[config.mk]
export PLATFORM = sky130hd
export DESIGN_NAME = lrs_queue
export DESIGN_NICKNAME = d
export VERILOG_FILES = /design/src/linear_interp_resampler_core_macros.svh /design/src/lrs_pkg.sv /design/src/lrs_queue.sv
export SDC_FILE = /design/constraint.sdc
export NUM_CORES = 1
export LEC_CHECK = 0
export BUFFER_PORTS_ARGS = -buffer_cell sky130_fd_sc_hd__buf_4
export CORE_MARGIN = 5
export CORE_UTILIZATION = 40
export CTS_CLUSTER_SIZE = 20
export DETAILED_ROUTE_END_ITERATION = 8
export GPL_TIMING_DRIVEN = 0
export SKIP_LAST_GASP = 1
export SLEW_MARGIN = 20
export SYNTH_ARGS = -nofsm -noshare
export SYNTH_HDL_FRONTEND = slang
export SYNTH_SLANG_ARGS = --single-unit
[constraint.sdc]
create_clock -name clock -period 8.2 [get_ports clock]
set_clock_uncertainty 0.2 [all_clocks]
set_input_delay 1.64 -clock clock [delete_from_list [all_inputs] [get_ports clock]]
set_output_delay 1.64 -clock clock [all_outputs]
set_load 0.02 [all_outputs]
[src/linear_interp_resampler_core_macros.svh]
// Assertion helpers used by the resampler back end.
`ifndef LINEAR_INTERP_RESAMPLER_CORE_MACROS_SVH
`define LINEAR_INTERP_RESAMPLER_CORE_MACROS_SVH

// The consequent must hold in the same cycle as the antecedent.
`define LRS_ASSERT_NOW(label, clk, rst, ante, cons, msg) \
   label: assert property (@(posedge clk) disable iff (rst) (ante) |-> (cons)) \
      else $error(msg);

// The consequent must hold in the cycle after the antecedent.
`define LRS_ASSERT_NEXT(label, clk, rst, ante, cons, msg) \
   label: assert property (@(posedge clk) disable iff (rst) (ante) |=> (cons)) \
      else $error(msg);

`endif

[src/lrs_pkg.sv]
`timescale 1ns / 1ps

package lrs_pkg;

   // Field widths.
   localparam int SAMPLE_W   = 16;
   localparam int RATE_W     = 21;
   localparam int GAIN_W     = 16;
   localparam int CHAN_W     = 2;
   localparam int CSR_IDX_W  = 2;
   localparam int CSR_DATA_W = 21;

   // Register indexes on the configuration port.
   localparam logic [CSR_IDX_W-1:0] CSR_PLAYBACK_RATE = 2'd0;
   localparam logic [CSR_IDX_W-1:0] CSR_GAIN          = 2'd1;
   localparam logic [CSR_IDX_W-1:0] CSR_CHANNEL_COUNT = 2'd2;

   // Register reset values.
   localparam logic [RATE_W-1:0] RATE_RESET = 21'd65536;
   localparam logic [GAIN_W-1:0] GAIN_RESET = 16'd4096;
   localparam logic [CHAN_W-1:0] CHAN_RESET = 2'd2;

   // Playback rate handling: the register is Q5.16 and is clamped to 1/16 .. 16.
   localparam int                RATE_FRAC_BITS = 16;
   localparam logic [RATE_W-1:0] RATE_UNITY     = 21'd65536;
   localparam logic [RATE_W-1:0] RATE_MIN       = 21'd4096;
   localparam logic [RATE_W-1:0] RATE_MAX       = 21'd1048576;

   // Channels the datapath provides.
   localparam int MAX_CHANNELS = 2;

   // Default fraction width of the read position.
   localparam int FRACTION_BITS_DEFAULT = 16;

   // Depth of the word queue between front and back.
   localparam int JOB_QUEUE_DEPTH = 2;

   // Register stages of the mixing lanes, output register included.
   localparam int MIX_STAGES = 4;

   typedef struct packed {
      logic signed [SAMPLE_W-1:0] left_sample;
      logic signed [SAMPLE_W-1:0] right_sample;
      logic                       final_frame;
   } req_word_type;

   typedef struct packed {
      logic signed [SAMPLE_W-1:0] left_out;
      logic signed [SAMPLE_W-1:0] right_out;
      logic                       run_last;
      logic                       sound_end;
   } rsp_word_type;

   typedef struct packed {
      logic [RATE_W-1:0] playback_rate;
      logic [GAIN_W-1:0] gain;
      logic [CHAN_W-1:0] channel_count;
   } cfg_type;

   // One classified source frame handed from front to back.
   typedef struct packed {
      logic signed [SAMPLE_W-1:0] prev_left;
      logic signed [SAMPLE_W-1:0] prev_right;
      logic signed [SAMPLE_W-1:0] cur_left;
      logic signed [SAMPLE_W-1:0] cur_right;
      logic                       has_previous;
      logic                       final_frame;
   } job_type;

   typedef enum logic [1:0] {
      BK_IDLE,
      BK_INTERP,
      BK_HOLD
   } back_state_type;

endpackage

[src/lrs_queue.sv]
`timescale 1ns / 1ps

module lrs_queue (
   input  logic             clock,
   input  logic             reset,
   input  logic             push_valid,
   output logic             push_ready,
   input  lrs_pkg::job_type push_data,
   output logic             pop_valid,
   input  logic             pop_ready,
   output lrs_pkg::job_type pop_data
);

   localparam int DEPTH = lrs_pkg::JOB_QUEUE_DEPTH;
   localparam int PTR_W = (DEPTH > 1) ? $clog2(DEPTH) : 1;
   localparam int CNT_W = $clog2(DEPTH + 1);

   lrs_pkg::job_type   slot_ff [DEPTH];
   logic [PTR_W-1:0]   wr_ptr_ff;
   logic [PTR_W-1:0]   wr_ptr_in;
   logic [PTR_W-1:0]   rd_ptr_ff;
   logic [PTR_W-1:0]   rd_ptr_in;
   logic [CNT_W-1:0]   count_ff;
   logic [CNT_W-1:0]   count_in;
   logic               push;
   logic               pop;

   assign push_ready = (count_ff != CNT_W'(DEPTH));
   assign pop_valid  = (count_ff != '0);
   assign pop_data   = slot_ff[rd_ptr_ff];
   assign push       = push_valid && push_ready;
   assign pop        = pop_valid && pop_ready;

   // Pointer and fill count update; pointers wrap at the depth.
   always_comb begin
      wr_ptr_in = wr_ptr_ff;
      rd_ptr_in = rd_ptr_ff;
      count_in  = count_ff;
      if (push) begin
         wr_ptr_in = (wr_ptr_ff == PTR_W'(DEPTH - 1)) ? '0 : wr_ptr_ff + PTR_W'(1);
      end
      if (pop) begin
         rd_ptr_in = (rd_ptr_ff == PTR_W'(DEPTH - 1)) ? '0 : rd_ptr_ff + PTR_W'(1);
      end
      if (push && !pop) begin
         count_in = count_ff + CNT_W'(1);
      end else if (pop && !push) begin
         count_in = count_ff - CNT_W'(1);
      end
   end

   always_ff @(posedge clock) begin
      if (reset) begin
         wr_ptr_ff <= '0;
         rd_ptr_ff <= '0;
         count_ff  <= '0;
      end else begin
         wr_ptr_ff <= wr_ptr_in;
         rd_ptr_ff <= rd_ptr_in;
         count_ff  <= count_in;
      end
   end

   always_ff @(posedge clock) begin
      if (push) begin
         slot_ff[wr_ptr_ff] <= push_data;
      end
   end

endmodule

==> flow_metrics.py <==
metrics = {
    "route": {
        "drtIter0Drc": 135,
        "vias": 2598,
        "wl_per_cell_um": 16.3,
        "dr.pass1.iters": 4,
        "drc_errors": 0,
        "routed_wl_um": 9240,
        "wl_met1_um": 3700,
        "drtAntennaViolNets": 0,
        "wl_met2_um": 4530,
        "dr_wl_met3_um": 839,
        "top_layer": "met4",
        "vias_per_cell": 4.57,
    },
    "sta": {
        "period_needed_ns": 3.48,
        "hold_viol_final": 0,
        "slew_viol_final": 0,
        "slew-limit-headroom": 0.672,
        "timing.final.ws_setup_ns": 4.72,
        "setup_viol": 0,
        "worst_pin_slew_ns": 0.491,
        "fmax_ghz": 0.287,
        "rsz0062_at_grt": "false",
        "fin_tns_setup_ns": 0,
        "finalCritPeriodShare": 0.425,
    },
    "die": {
        "ioPinCount": 138,
        "die_h_um": 122,
        "start_util": 0.412,
        "rows": 40,
        "dieArea_um2": 14800,
        "core_area_um2": 12100,
        "die_width_um": 122,
    },
    "clock_tree": {
        "cts_tree": "yes",
        "clock_sinks": 137,
        "postCtsSetupRepairBufs": 0,
        "cts_buffers": 17,
        "cts_hold_buf": 0,
        "cts_root_buffer": "clkbuf_16",
        "ctsResizeCount": 0,
        "clk_pin_slew_ns": 0.05,
        "ctsLongestPathBuffers": 2,
        "htreeDepth": 4,
        "clock_latency_ns": 0.41,
    },
    "worst_setup_path": {
        "critPathMaxStageDelay_ns": 0.35,
        "end_kind": "output pin",
        "critPathMostFrequentCell": "buf_4",
        "worstPathMaxFanout": 10,
        "startpoint_type": "flop",
        "critPathKind": "reg2out",
        "crit_chain": "buf_4, buf_6, mux2_2, buf_4",
        "slowest_stage": "mux2_2",
        "cp.required_ns": 6.36,
        "reg2reg_depth": 3,
        "rrSetupSlack_ns": 6.21,
        "cp.arrival_ns": 1.64,
    },
    "yosys": {
        "yosysWarningCount": 0,
        "seq_area_frac_synth": 0.814,
        "synthesis.nets": 300,
        "synth-seq-cells": 137,
        "syn_area_um2": 4990,
        "synth_cell_type_count": 19,
        "synth.avg_cell_area_um2": 21.8,
        "syn_inst": 229,
    },
    "finish": {
        "drive_gt1_frac": 0.600,
        "n_fill_cell": 1019,
        "nets": 458,
        "final_common_cell": "buf_4",
        "final_util": 0.562,
        "diodes": 0,
        "final_cell_mix": "buf_4, edfxtp_1, mux2_2, clkbuf_16, clkbuf_1",
        "syn2layout_area_growth_pct": 36.3,
    },
    "place": {
        "post-dp-hpwl_um": 6090,
        "dpl_worst_slack_ns": 5.09,
        "place.port_buffers": 137,
        "finalWeightedCongestion": 0.668,
    },
    "global_routing": {
        "antenna_found_initial": 0,
        "grt_pass1_wl_um": 13900,
        "grt_pass1_vias": 2824,
        "grt_max_degree": 40,
        "track_usage": 0.128,
        "overflow": 0,
    },
    "run": {
        "cap_violations": 0,
    },
    "hold_path": {
        "holdPathStages": 2,
        "min_path_type": "reg2reg",
    },
    "pwr": {
        "p_total_w": 0.00219,
        "irDropWorstVdd_mv": 0.214,
        "p_per_area_nw_per_um2": 322,
        "p_leak_nw": 2.55,
    },
    "status": {
        "outcome": "finished clean",
    },
}
## critical path: cells and delay by family, from the launching register on
family / cells / cell delay, ns
buffers and inverters: 3 / 0.55
flip-flops: 1 / 0.33
multiplexers: 1 / 0.35
## power breakdown
group | total, W | internal (W) | switching [W]
sequential | 0.000897 | 0.000875 | 0.0000217
combinational | 0.000631 | 0.000296 | 0.000335
clock | 0.000666 | 0.000416 | 0.000250
total | 0.00219 | 0.00159 | 0.000607
## final cells by class
class                           count  area (um^2)  share of cell area
Tap cell                          168          210              0.0309
Multi-Input combinational cell     84          867               0.127
Clock inverter                      4         18.8             0.00276
Inverter                            1         6.26            0.000919
Clock buffer                       28          507              0.0745
Sequential cell                   137         4060               0.597
Buffer                              7         62.6             0.00919
Timing Repair Buffer              139         1070               0.157
## sequential cells by signal, summed over array words and instances, names as in the netlist, named ones only
register   flops
wr_ptr_ff      1
count_ff       2
rd_ptr_ff      1
slot_ff      132
## path summary, 6_finish.rpt
path                                               start                        to
worst max-delay path                                flop              pop_data[21]
worst min register to register    rd_ptr_ff$_SDFFE_PP0P_                      flop
worst max register to register  count_ff[0]$_SDFFE_PP0P_  slot_ff[1][15]$_DFFE_PP_
worst min-delay path              rd_ptr_ff$_SDFFE_PP0P_                      flop
## metrics by stage
stage / instances / hold WS, ns / instance area (um^2)
after floorplan: 229 / 0.271 / 4990
after global placement: 534 / 0.287 / 6230
after detailed placement: 536 / 0.298 / 6280
after CTS: 568 / 0.317 / 6800
after global routing: 568 / 0.348 / 6800
final: 568 / 0.317 / 6800
## synth_stat cells, drive strengths merged
| master | count | area share |
|---|---|---|
| edfxtp | 132 | 0.79 |
| mux2 | 66 | 0.15 |
| buf | 7 | 0.013 |
| dfxtp | 5 | 0.020 |
| nor2 | 3 | 0.0023 |
| xor2 | 3 | 0.0053 |
| a21oi | 2 | 0.0020 |
| o21ai | 2 | 0.0020 |
| a21bo | 1 | 0.0020 |
| and2 | 1 | 0.0013 |
| and3 | 1 | 0.0013 |
| ha | 1 | 0.0025 |
| inv | 1 | 0.00075 |
| nand2b | 1 | 0.0013 |
| nand3b | 1 | 0.0015 |
| or2 | 1 | 0.0013 |
| or3 | 1 | 0.0013 |
## per-layer routing
metal  vias to the layer above  global-route usage
met2                       107               0.209
met4                         0              0.0630
li1                       1224                   -
met3                        15              0.0576
met5                         -                   0
met1                      1252               0.142
## kinds of logic after synthesis
group	after synthesis	share of synthesized area
flops	137	0.814
buf+inv	8	0.0133
compound gates	5	0.00602
xor+xnor	3	0.00526
mux	66	0.149
simple gates	9	0.0100
fa+ha+maj	1	0.00251
Note: power is estimated with default switching activity, not from simulation.
