## src/linear_interp_resampler_core_macros.svh

```systemverilog
// Assertion helpers used by the resampler back end.
`ifndef LINEAR_INTERP_RESAMPLER_CORE_MACROS_SVH
`define LINEAR_INTERP_RESAMPLER_CORE_MACROS_SVH

// The consequent must hold in the same cycle as the antecedent.
`define LRS_ASSERT_NOW(label, clk, rst, ante, cons, msg) \
   label: assert property (@(posedge clk) disable iff (rst) (ante) |-> (cons)) \
      else $error(msg);

// The consequent must hold in the cycle after the antecedent.
`define LRS_ASSERT_NEXT(label, clk, rst, ante, cons, msg) \
   label: assert property (@(posedge clk) disable iff (rst) (ante) |=> (cons)) \
      else $error(msg);

`endif

```

## src/lrs_pkg.sv

```systemverilog
`timescale 1ns / 1ps

package lrs_pkg;

   // Field widths.
   localparam int SAMPLE_W   = 16;
   localparam int RATE_W     = 21;
   localparam int GAIN_W     = 16;
   localparam int CHAN_W     = 2;
   localparam int CSR_IDX_W  = 2;
   localparam int CSR_DATA_W = 21;

   // Register indexes on the configuration port.
   localparam logic [CSR_IDX_W-1:0] CSR_PLAYBACK_RATE = 2'd0;
   localparam logic [CSR_IDX_W-1:0] CSR_GAIN          = 2'd1;
   localparam logic [CSR_IDX_W-1:0] CSR_CHANNEL_COUNT = 2'd2;

   // Register reset values.
   localparam logic [RATE_W-1:0] RATE_RESET = 21'd65536;
   localparam logic [GAIN_W-1:0] GAIN_RESET = 16'd4096;
   localparam logic [CHAN_W-1:0] CHAN_RESET = 2'd2;

   // Playback rate handling: the register is Q5.16 and is clamped to 1/16 .. 16.
   localparam int                RATE_FRAC_BITS = 16;
   localparam logic [RATE_W-1:0] RATE_UNITY     = 21'd65536;
   localparam logic [RATE_W-1:0] RATE_MIN       = 21'd4096;
   localparam logic [RATE_W-1:0] RATE_MAX       = 21'd1048576;

   // Channels the datapath provides.
   localparam int MAX_CHANNELS = 2;

   // Default fraction width of the read position.
   localparam int FRACTION_BITS_DEFAULT = 16;

   // Depth of the word queue between front and back.
   localparam int JOB_QUEUE_DEPTH = 2;

   // Register stages of the mixing lanes, output register included.
   localparam int MIX_STAGES = 4;

   typedef struct packed {
      logic signed [SAMPLE_W-1:0] left_sample;
      logic signed [SAMPLE_W-1:0] right_sample;
      logic                       final_frame;
   } req_word_type;

   typedef struct packed {
      logic signed [SAMPLE_W-1:0] left_out;
      logic signed [SAMPLE_W-1:0] right_out;
      logic                       run_last;
      logic                       sound_end;
   } rsp_word_type;

   typedef struct packed {
      logic [RATE_W-1:0] playback_rate;
      logic [GAIN_W-1:0] gain;
      logic [CHAN_W-1:0] channel_count;
   } cfg_type;

   // One classified source frame handed from front to back.
   typedef struct packed {
      logic signed [SAMPLE_W-1:0] prev_left;
      logic signed [SAMPLE_W-1:0] prev_right;
      logic signed [SAMPLE_W-1:0] cur_left;
      logic signed [SAMPLE_W-1:0] cur_right;
      logic                       has_previous;
      logic                       final_frame;
   } job_type;

   typedef enum logic [1:0] {
      BK_IDLE,
      BK_INTERP,
      BK_HOLD
   } back_state_type;

endpackage

```

## src/lrs_front.sv

```systemverilog
`timescale 1ns / 1ps

module lrs_front (
   input  logic                 clock,
   input  logic                 reset,
   input  logic                 req_valid,
   output logic                 req_ready,
   input  lrs_pkg::req_word_type req_data,
   output logic                 job_valid,
   input  logic                 job_ready,
   output lrs_pkg::job_type     job_data
);

   logic                                 have_prev_ff;
   logic                                 have_prev_in;
   logic signed [lrs_pkg::SAMPLE_W-1:0] prev_left_ff;
   logic signed [lrs_pkg::SAMPLE_W-1:0] prev_left_in;
   logic signed [lrs_pkg::SAMPLE_W-1:0] prev_right_ff;
   logic signed [lrs_pkg::SAMPLE_W-1:0] prev_right_in;
   logic                                 accept;

   // A word is taken whenever the queue has room.
   assign req_ready = job_ready;
   assign job_valid = req_valid;
   assign accept    = req_valid && req_ready;

   // Pair the incoming frame with the one before it.
   always_comb begin
      job_data.prev_left    = prev_left_ff;
      job_data.prev_right   = prev_right_ff;
      job_data.cur_left     = req_data.left_sample;
      job_data.cur_right    = req_data.right_sample;
      job_data.has_previous = have_prev_ff;
      job_data.final_frame  = req_data.final_frame;
   end

   // The final frame ends the sound, so the next frame starts fresh.
   always_comb begin
      have_prev_in  = have_prev_ff;
      prev_left_in  = prev_left_ff;
      prev_right_in = prev_right_ff;
      if (accept) begin
         have_prev_in  = !req_data.final_frame;
         prev_left_in  = req_data.left_sample;
         prev_right_in = req_data.right_sample;
      end
   end

   always_ff @(posedge clock) begin
      if (reset) begin
         have_prev_ff <= 1'b0;
      end else begin
         have_prev_ff <= have_prev_in;
      end
   end

   always_ff @(posedge clock) begin
      prev_left_ff  <= prev_left_in;
      prev_right_ff <= prev_right_in;
   end

endmodule

```

## config.mk

```make
export PLATFORM = sky130hd
export DESIGN_NAME = lrs_front
export DESIGN_NICKNAME = d
export VERILOG_FILES = /design/src/linear_interp_resampler_core_macros.svh /design/src/lrs_pkg.sv /design/src/lrs_front.sv
export SDC_FILE = /design/constraint.sdc
export NUM_CORES = 1
export LEC_CHECK = 0
export BUFFER_PORTS_ARGS = -buffer_cell sky130_fd_sc_hd__buf_2
export CAP_MARGIN = 20
export CORE_MARGIN = 10
export CORE_UTILIZATION = 34
export CTS_CLUSTER_DIAMETER = 100
export DETAILED_ROUTE_END_ITERATION = 7
export PLACE_DENSITY = 0.75
export RECOVER_POWER = 100
export SLEW_MARGIN = 25
export SYNTH_ARGS = -nofsm -noshare
export SYNTH_HDL_FRONTEND = slang
export SYNTH_SLANG_ARGS = --single-unit
```

## constraint.sdc

```tcl
create_clock -name clock -period 0.8 [get_ports clock]
set_input_delay 0.08 -clock clock [delete_from_list [all_inputs] [get_ports clock]]
set_output_delay 0.08 -clock clock [all_outputs]
set_load 0.01 [all_outputs]
```

==> reports/metrics.cfg, run 1 <==
[timing]
rsz0062_at_grt=true
fin_crit_sh=1.10
tightest_slew_ns=0.232
finalSetupViolations=32
setup_tns_ns=-1.68
fin_crit_ns=0.880
drv_slew=0
fmax_ghz=1.14
skew_ns=0
relSlewSlack=0.845
setup_slack_ns=-0.0798
final_hold_viol_count=0

[synthesis]
synth.top_cell.area_share=0.752
synth_cells=72
yosysWarnings=0
synthesis.area_um2=1280
synth_mux_area_frac=0
ys_types=6
syn_nets=109
synth_xor_xnor_area_share=0
syn_avg_cell_area_um2=17.7
ys_seq_elements=33
yosysSeqAreaShare=0.768
synth_compound_area_frac=0.0137
synth_top_family_by_area=buffers and inverters
synth_area_leaders=edfxtp_1 75%, buf_4 21%, dfxtp_1 1.6%, a211oi_2 0.98%, and2_4 0.69%
synth_top_area_cell=edfxtp_1
synth_fa_ha_area_frac=0
synth-simple-area-share=0.00686

[grt]
overflow=0
grt_max_degree=18
grt_usage=0.0986
grt_pass1_vias=1079
grt_pass1_wl_um=4940
antenna_found_initial=0

[critical_path]
slowest_delay_ns=0.39
crit_required_ns=0.72
crit_family=flip-flops
crit_type=reg2out
path_cells=buf_6
r2r_slack_ns=0.16
cpMaxStageDelayCell=edfxtp_1
cp_max_fo=1
end_kind=output port
cp.arrival_ns=0.80
worstPathBufferInverterCount=1
startpoint_type=flip-flop

[status]
violations=negative setup slack
status=finished, violations left

[die]
dieArea_um2=6610
num_rows=22
die_w_um=81.3
initial_core_util=0.352
design.core.area_um2=3630
io_pins=105
die_h_um=81.3

[clock_network]
clock_path_buffers=2
cts_root_buffer=clkbuf_8
clkSinkCount=33
cts_buffers=5
cts_tree=built
clk-insertion-delay-late_ns=0.27
cts-htree-levels=2
path_clk_slew_ns=0.06

[layout]
area_delta_synth_final_pct=56.3
layout-drive-gt1-share=0.375
diodes=0
fin_util=0.550
finalNetCount=222

[power_and_ir_drop]
finalPower_mw=3.73
p_leak_nw=0.803
peakVddDrop_mv=1.06
powerDensity_nw_per_um2=1870

[placed_design]
gp_congestion=0.726
port_buffers=104

[routing]
wl_per_cell_um=14.2
num_vias=934
drc=0
first_pass_iters=4
drt-initial-drc-count=15
postRouteAntennaNets=0
via_per_inst=4.03
drt-total-wl_um=3300

[hold_path]
holdCritPathClass=in2reg

[flow_run]
maxCapViolations=0

==> repair_timing <==
item	4_1_cts	5_1_grt
setup endpoints to repair	33	33
endpoints found under the hold margin	32	1
hold buffers	33	1
buffers inserted	0	0
gates resized for setup	2	4
==> synthesized netlist by cell type, drive strengths merged <==
master and number:
edfxtp 32, buf 36, a211oi 1, dfxtp 1, a21oi 1, and2 1
==> per-stage QoR <==
| step | cell area (um^2) | setup WS [ns] | hold slack, ns | std cells |
|---|---|---|---|---|
| final | 2000 | -0.0798 | 0.234 | 232 |
| after global routing | 2000 | -0.133 | 0.242 | 232 |
| after CTS | 2050 | -0.0980 | 0.000769 | 231 |
| after detailed placement | 1640 | -0.00880 | 0.249 | 192 |
| after global placement | 1640 | 0.000155 | 0.250 | 192 |
| after floorplan | 1280 | 0.0416 | 0.145 | 72 |
==> placed cells by master (no fill, tap or decap) <==
cell / Yosys / layout
buf_1: 0 / 1
buf_2: 0 / 53
a211oi_2: 1 / 1
clkinv_2: 0 / 1
buf_6: 0 / 4
a21oi_1: 1 / 1
clkbuf_1: 0 / 46
and2_0: 0 / 1
clkbuf_8: 0 / 5
dlygate4sd3_1: 0 / 34
dfxtp_2: 0 / 1
clkbuf_4: 0 / 2
edfxtp_1: 32 / 32
buf_4: 36 / 2
==> worst paths after layout <==
path	start	end	cells after the start
worst max-delay path	prev_left_ff[2]	job_data[52]	1
worst min-delay path	job_ready	prev_left_ff[13]	2
worst max register to register	have_prev_ff	have_prev_ff	2
worst min register to register	have_prev_ff	have_prev_ff	2
==> final cells by class <==
| cell class | instances | area, um^2 |
|---|---|---|
| Clock inverter | 1 | 5.00 |
| Multi-Input combinational cell | 3 | 23.8 |
| Timing Repair Buffer | 142 | 857 |
| Clock buffer | 5 | 68.8 |
| Tap cell | 48 | 60.1 |
| Sequential cell | 33 | 982 |
| Fill cell | 344 | 1640 |
==> sequential cells by signal, summed over array words and instances (netlist names) <==
| name | flops |
|---|---|
| prev_right_ff | 16 |
| prev_left_ff | 16 |
| have_prev_ff | 1 |
==> metal layers <==
| layer | GRT usage | share of wire | up-vias |
|---|---|---|---|
| li1 | - | - | 441 |
| met1 | 0.0892 | 0.34 | 426 |
| met2 | 0.164 | 0.50 | 65 |
| met3 | 0.0806 | 0.16 | 2 |
| met4 | 0.0311 | 0.0039 | 0 |
| met5 | 0 | 0 | - |
==> kinds of logic (layout without fill, tap and decap cells) <==
logic type      after synthesis  count (layout)
flops                        33              33
buf+inv                      36             148
simple gates                  1               1
compound gates                2               2
==> worst reg2reg max path, stage by stage (launching register included) <==
cell      delay [ns]
dfxtp_2         0.32
a21oi_1         0.15
a211oi_2        0.06
==> power breakdown <==
part | total (mW) | switching [mW] | internal, mW
Combinational | 0.589 | 0.289 | 0.300
Sequential | 2.05 | 0.0268 | 2.02
Clock | 1.09 | 0.523 | 0.571
(Power assumes the default switching activity.)
==> run 2: changes to the inputs <==
CELL_PAD_IN_SITES_DETAIL_PLACEMENT = 0   (was not set)
CELL_PAD_IN_SITES_GLOBAL_PLACEMENT = 1   (was not set)
CORE_UTILIZATION = 25   (was 34)
PLACE_DENSITY = not set   (was 0.75)
PLACE_DENSITY_LB_ADDON = 0.1   (was not set)
==> reports/metrics.cfg, run 2 (synthesis results as in run 1) <==
[layout]
diodes=0  ; unchanged
multi_input_area_um2=18.8  ; was 23.8 um^2
fillers=502  ; was 344
seq_area_um2=982  ; unchanged
top_regs=prev_left_ff: 16 flops, prev_right_ff: 16 flops, have_prev_ff: 1 flops  ; unchanged
finalInstanceArea_um2=2040  ; was 2000 um^2
layout-drive-gt1-share=0.382  ; was 0.375
stdcell_count=253  ; was 232
final_common_cell=buf_2  ; unchanged
finalNetCount=222  ; unchanged
layout_common_cells=58 x buf_2, 45 x clkbuf_1, 34 x dlygate4sd3_1  ; was 53 x buf_2, 46 x clkbuf_1, 34 x dlygate4sd3_1
area_delta_synth_final_pct=59.5  ; was 56.3%
fin_util=0.420  ; was 0.550

[status]
status=finished, violations left  ; unchanged
violations=negative setup slack  ; unchanged

[clock_network]
clock_path_buffers=2  ; unchanged
path_clk_slew_ns=0.07  ; was 0.06 ns
clkSinkCount=33  ; unchanged
cts-htree-levels=2  ; unchanged
cts_tree=built  ; unchanged
cts_root_buffer=clkbuf_8  ; unchanged
clk-insertion-delay-late_ns=0.27  ; about the same
cts_buffers=5  ; unchanged
cts_setup_buffers=0  ; unchanged

[routing]
drt-initial-drc-count=31  ; was 15
wl_per_cell_um=14.0  ; was 14.2 um
first_pass_iters=3  ; was 4
num_vias=931  ; was 934
postRouteAntennaNets=0  ; unchanged
drc=0  ; unchanged
via_per_inst=3.68  ; was 4.03
drt-total-wl_um=3540  ; was 3300 um

[die]
num_rows=25  ; was 22
die_h_um=91.5  ; was 81.3 um
die_w_um=91.5  ; was 81.3 um
dieArea_um2=8370  ; was 6610 um^2
initial_core_util=0.263  ; was 0.352
design.core.area_um2=4850  ; was 3630 um^2
io_pins=105  ; unchanged

[critical_path]
r2r_slack_ns=0.13  ; was 0.16 ns
crit_type=reg2out  ; unchanged
cp_max_fo=1  ; unchanged
startpoint_type=flip-flop  ; unchanged
worstPathBufferInverterCount=1  ; unchanged
slowest_delay_ns=0.38  ; was 0.39 ns
crit_required_ns=0.72  ; about the same
cp.arrival_ns=0.82  ; was 0.80 ns
cpMaxStageDelayCell=edfxtp_1  ; unchanged
crit_family=flip-flops  ; unchanged
end_kind=output port  ; unchanged
path_cells=buf_2  ; was buf_6

[flow_run]
maxCapViolations=0  ; unchanged

[placed_design]
placed_cells=211  ; was 192
port_buffers=104  ; unchanged
place_area_um2=1670  ; was 1640 um^2
dp_slack_ns=-0.00524  ; was -0.00880 ns
hpwlAfterDp_um=2740
gp_congestion=0.650  ; was 0.726

[grt]
grt_max_degree=19  ; was 18
grt_pass1_wl_um=5390  ; was 4940 um
grt_pass1_vias=1059  ; was 1079
overflow=0  ; unchanged
grt_usage=0.0811  ; was 0.0986
antenna_found_initial=0  ; unchanged

[timing]
setup_slack_ns=-0.0956  ; was -0.0798 ns
skew_ns=0  ; unchanged
rsz0062_at_grt=true  ; unchanged
relSlewSlack=0.742  ; was 0.845
drv_slew=0  ; unchanged
setup_tns_ns=-1.85  ; was -1.68 ns
final_hold_viol_count=0  ; unchanged
finalSetupViolations=32  ; unchanged
fin_crit_ns=0.896  ; was 0.880 ns
fmax_ghz=1.12  ; was 1.14 GHz
tightest_slew_ns=0.387  ; was 0.232 ns
fin_hold_ws_ns=0.259  ; was 0.234 ns
fin_crit_sh=1.12  ; was 1.10

[power_and_ir_drop]
peakVddDrop_mv=0.829  ; was 1.06 mV
powerDensity_nw_per_um2=2020  ; was 1870 nW/um^2
p_leak_nw=0.819  ; was 0.803 nW
finalPower_mw=4.12  ; was 3.73 mW

[hold_path]
holdCritPathClass=in2reg  ; unchanged

## run 2: cell count changes in the layout (fill, tap and decap cells not counted), sizes merged
cell    delta
bufinv     +1
buf        +2
clkbuf     -1
## run 2: per-layer routing
metal  track usage  vias up  wire length [um]
met4        0.0235        0                38
li1              -      444                 -
met1        0.0769      416              1350
met2         0.138       66              1670
met3        0.0568        5               483
met5             0        -                 0
## run 2: final timing paths
check / from / to / cells past startpoint
worst max register to register: have_prev_ff / have_prev_ff / 2
worst max-delay path: prev_left_ff[9] / job_data[59] / 1
worst min register to register: have_prev_ff / have_prev_ff / 2
worst min-delay path: req_valid / have_prev_ff / 4
## run 2: cell type report
type                    count  share of cell area
well taps                  67              0.0412
multi-input cells           3             0.00921
flip-flops and latches     33               0.482
clock buffers               6              0.0356
clock inverters             2              0.0166
repair buffers            142               0.415
## run 2: power by group
part	total (mW)	leakage (nW)	internal, mW	switching, mW
Combinational	0.583	0.457	0.293	0.290
Clock	1.48	0.0528	0.919	0.565
Sequential	2.05	0.309	2.02	0.0250
## run 2: repair_timing
item | CTS | global route
gates cloned | 0 | 0
setup endpoints to repair | 33 | 33
hold endpoints to repair | 33 | 0
hold buffers | 34 | 0
gates resized for setup | 2 | 1
==> run 3: changes to the inputs <==
PLACE_DENSITY_LB_ADDON = 0.08   (was 0.1)
==> reports/metrics.cfg, run 3 (synthesis results as in run 1) <==
[critical_path]
reg2reg_from=have_prev_ff  ; unchanged
endpoint=job_data[34]  ; was job_data[59]
startpoint_type=flip-flop  ; unchanged
cp_max_fo=1  ; unchanged
cp.arrival_ns=0.80  ; was 0.82 ns
r2r_slack_ns=0.14  ; was 0.13 ns
r2r_cells=2  ; unchanged
startpoint=prev_right_ff[0]  ; was prev_left_ff[9]
slowest_delay_ns=0.37  ; was 0.38 ns
crit_type=reg2out  ; unchanged
cpMaxStageDelayCell=edfxtp_1  ; unchanged
crit_required_ns=0.72  ; about the same
path_cells=buf_2  ; unchanged
r2r_end=have_prev_ff  ; unchanged
cp.depth=1  ; unchanged
crit_family=flip-flops  ; unchanged
end_kind=output port  ; unchanged
worstPathBufferInverterCount=1  ; unchanged

[routing]
via_per_inst=3.80  ; was 3.68
first_pass_iters=4  ; was 3
drt-total-wl_um=3570  ; was 3540 um
num_vias=953  ; was 931
drt-initial-drc-count=16  ; was 31
drc=0  ; unchanged
wl_per_cell_um=14.2  ; was 14.0 um
postRouteAntennaNets=0  ; unchanged

[clock_network]
clock_path_buffers=2  ; unchanged
clkSinkCount=33  ; unchanged
clk-insertion-delay-late_ns=0.28  ; was 0.27 ns
cts_root_buffer=clkbuf_8  ; unchanged
cts-htree-levels=2  ; unchanged
cts_buffers=5  ; unchanged
path_clk_slew_ns=0.07  ; about the same
cts_tree=built  ; unchanged

[die]
dieArea_um2=8370  ; unchanged
design.core.area_um2=4850  ; unchanged
die_h_um=91.5  ; unchanged
initial_core_util=0.263  ; unchanged
num_rows=25  ; unchanged
io_pins=105  ; unchanged
die_w_um=91.5  ; unchanged

[placed_design]
port_buffers=104  ; unchanged
placed_cells=209  ; was 211
hpwlAfterDp_um=2800  ; was 2740 um
gp_congestion=0.638  ; was 0.650
place_area_um2=1650  ; was 1670 um^2

[layout]
layout-drive-gt1-share=0.375  ; was 0.382
top_regs=prev_left_ff: 16 flops, prev_right_ff: 16 flops, have_prev_ff: 1 flops  ; unchanged
layout_common_cells=58 x buf_2, 45 x clkbuf_1, 34 x dlygate4sd3_1  ; unchanged
final_common_cell=buf_2  ; unchanged
stdcell_count=251  ; was 253
finalInstanceArea_um2=1990  ; was 2040 um^2
finalNetCount=220  ; was 222
diodes=0  ; unchanged
area_delta_synth_final_pct=56.1  ; was 59.5%

[power_and_ir_drop]
pwr-share-seq=0.542  ; was 0.498
switching_share=0.234  ; was 0.214
clkPwrFrac=0.306  ; was 0.361
powerDensity_nw_per_um2=1890  ; was 2020 nW/um^2
p_leak_nw=0.795  ; was 0.819 nW
switchingPower_mw=0.885  ; was 0.880 mW
power.share.combinational=0.152  ; was 0.142
peakVddDrop_mv=0.900  ; was 0.829 mV
internal_power_mw=2.89  ; was 3.24 mW

[timing]
skew_ns=0  ; unchanged
fmax_ghz=1.13  ; was 1.12 GHz
rsz0062_at_grt=true  ; unchanged
setup_slack_ns=-0.0846  ; was -0.0956 ns
tightest_slew_ns=0.358  ; was 0.387 ns
relSlewSlack=0.761  ; was 0.742
drv_slew=0  ; unchanged
fin_crit_ns=0.885  ; was 0.896 ns
final_hold_viol_count=0  ; unchanged
finalSetupViolations=33  ; was 32
fin_crit_sh=1.11  ; was 1.12

[grt]
grt_pass1_wl_um=5330  ; was 5390 um
grt_pass1_vias=1058  ; was 1059
antenna_found_initial=0  ; unchanged
overflow=0  ; unchanged
grt_usage=0.0828  ; was 0.0811
grt_max_degree=20  ; was 19

[status]
violations=negative setup slack  ; unchanged
status=finished, violations left  ; unchanged

[flow_run]
maxCapViolations=0  ; unchanged

[hold_path]
holdCritPathClass=in2reg  ; unchanged

## run 3: cell count changes in the layout (fill, tap and decap cells not counted), sizes merged
cell	delta
bufinv	-1
clkinv	+2
buf	-3
## run 3: final cells by class
type	count	area [um^2]
Timing Repair Buffer	140	823
Multi-Input combinational cell	3	23.8
Tap cell	67	83.8
Clock inverter	3	12.5
Sequential cell	33	982
Clock buffer	5	68.8
Fill cell	508	2850
## run 3: worst min path at each step
| stage | startpoint | end | slack, ns | cells past startpoint |
|---|---|---|---|---|
| floorplan | reset | have_prev_ff | 0.14 | 1 |
| global placement | reset | have_prev_ff | 0.24 | 2 |
| detailed placement | reset | have_prev_ff | 0.25 | 2 |
| CTS | job_ready | have_prev_ff | 0.14 | 3 |
| global route | job_ready | have_prev_ff | 0.18 | 3 |
| finish | job_ready | have_prev_ff | 0.15 | 3 |
## run 3: repair_timing
item | 4_1_cts | 5_1_grt
setup endpoints to repair | 33 | 33
setup buffers | 0 | 0
gates resized for setup | 2 | 0
hold endpoints to repair | 33 | 0
hold buffers | 34 | 0
## run 3: power groups by stage
stage	logic, mW	registers (mW)	clock network (mW)
CTS	0.639	2.05	1.20
floorplan	0.219	2.15	0
global route	0.626	2.06	1.29
detailed placement	0.512	2.08	0
finish	0.574	2.05	1.15
global placement	0.510	2.08	0
## run 3: metal layers
layer | up-vias | part of all wire | GRT usage
met2 | 65 | 0.49 | 0.138
met1 | 442 | 0.34 | 0.0722
met3 | 5 | 0.15 | 0.0683
met5 | - | 0 | 0
met4 | 0 | 0.012 | 0.0313
li1 | 441 | - | -
## run 3: stage by stage
stage	TNS, ns	total power [mW]	worst slack, ns	utilization	hold WS, ns
2_1_floorplan	0	2.37	0.0416	-	0.145
3_5_place_dp	-0.585	2.60	-0.0281	0.341	0.253
3_3_place_gp	-0.218	2.59	-0.0118	0.341	0.243
5_1_grt	-4.03	3.97	-0.140	0.411	0.181
4_1_cts	-2.48	3.89	-0.0980	0.429	0.141
6_report	-1.98	3.78	-0.0846	0.411	0.149
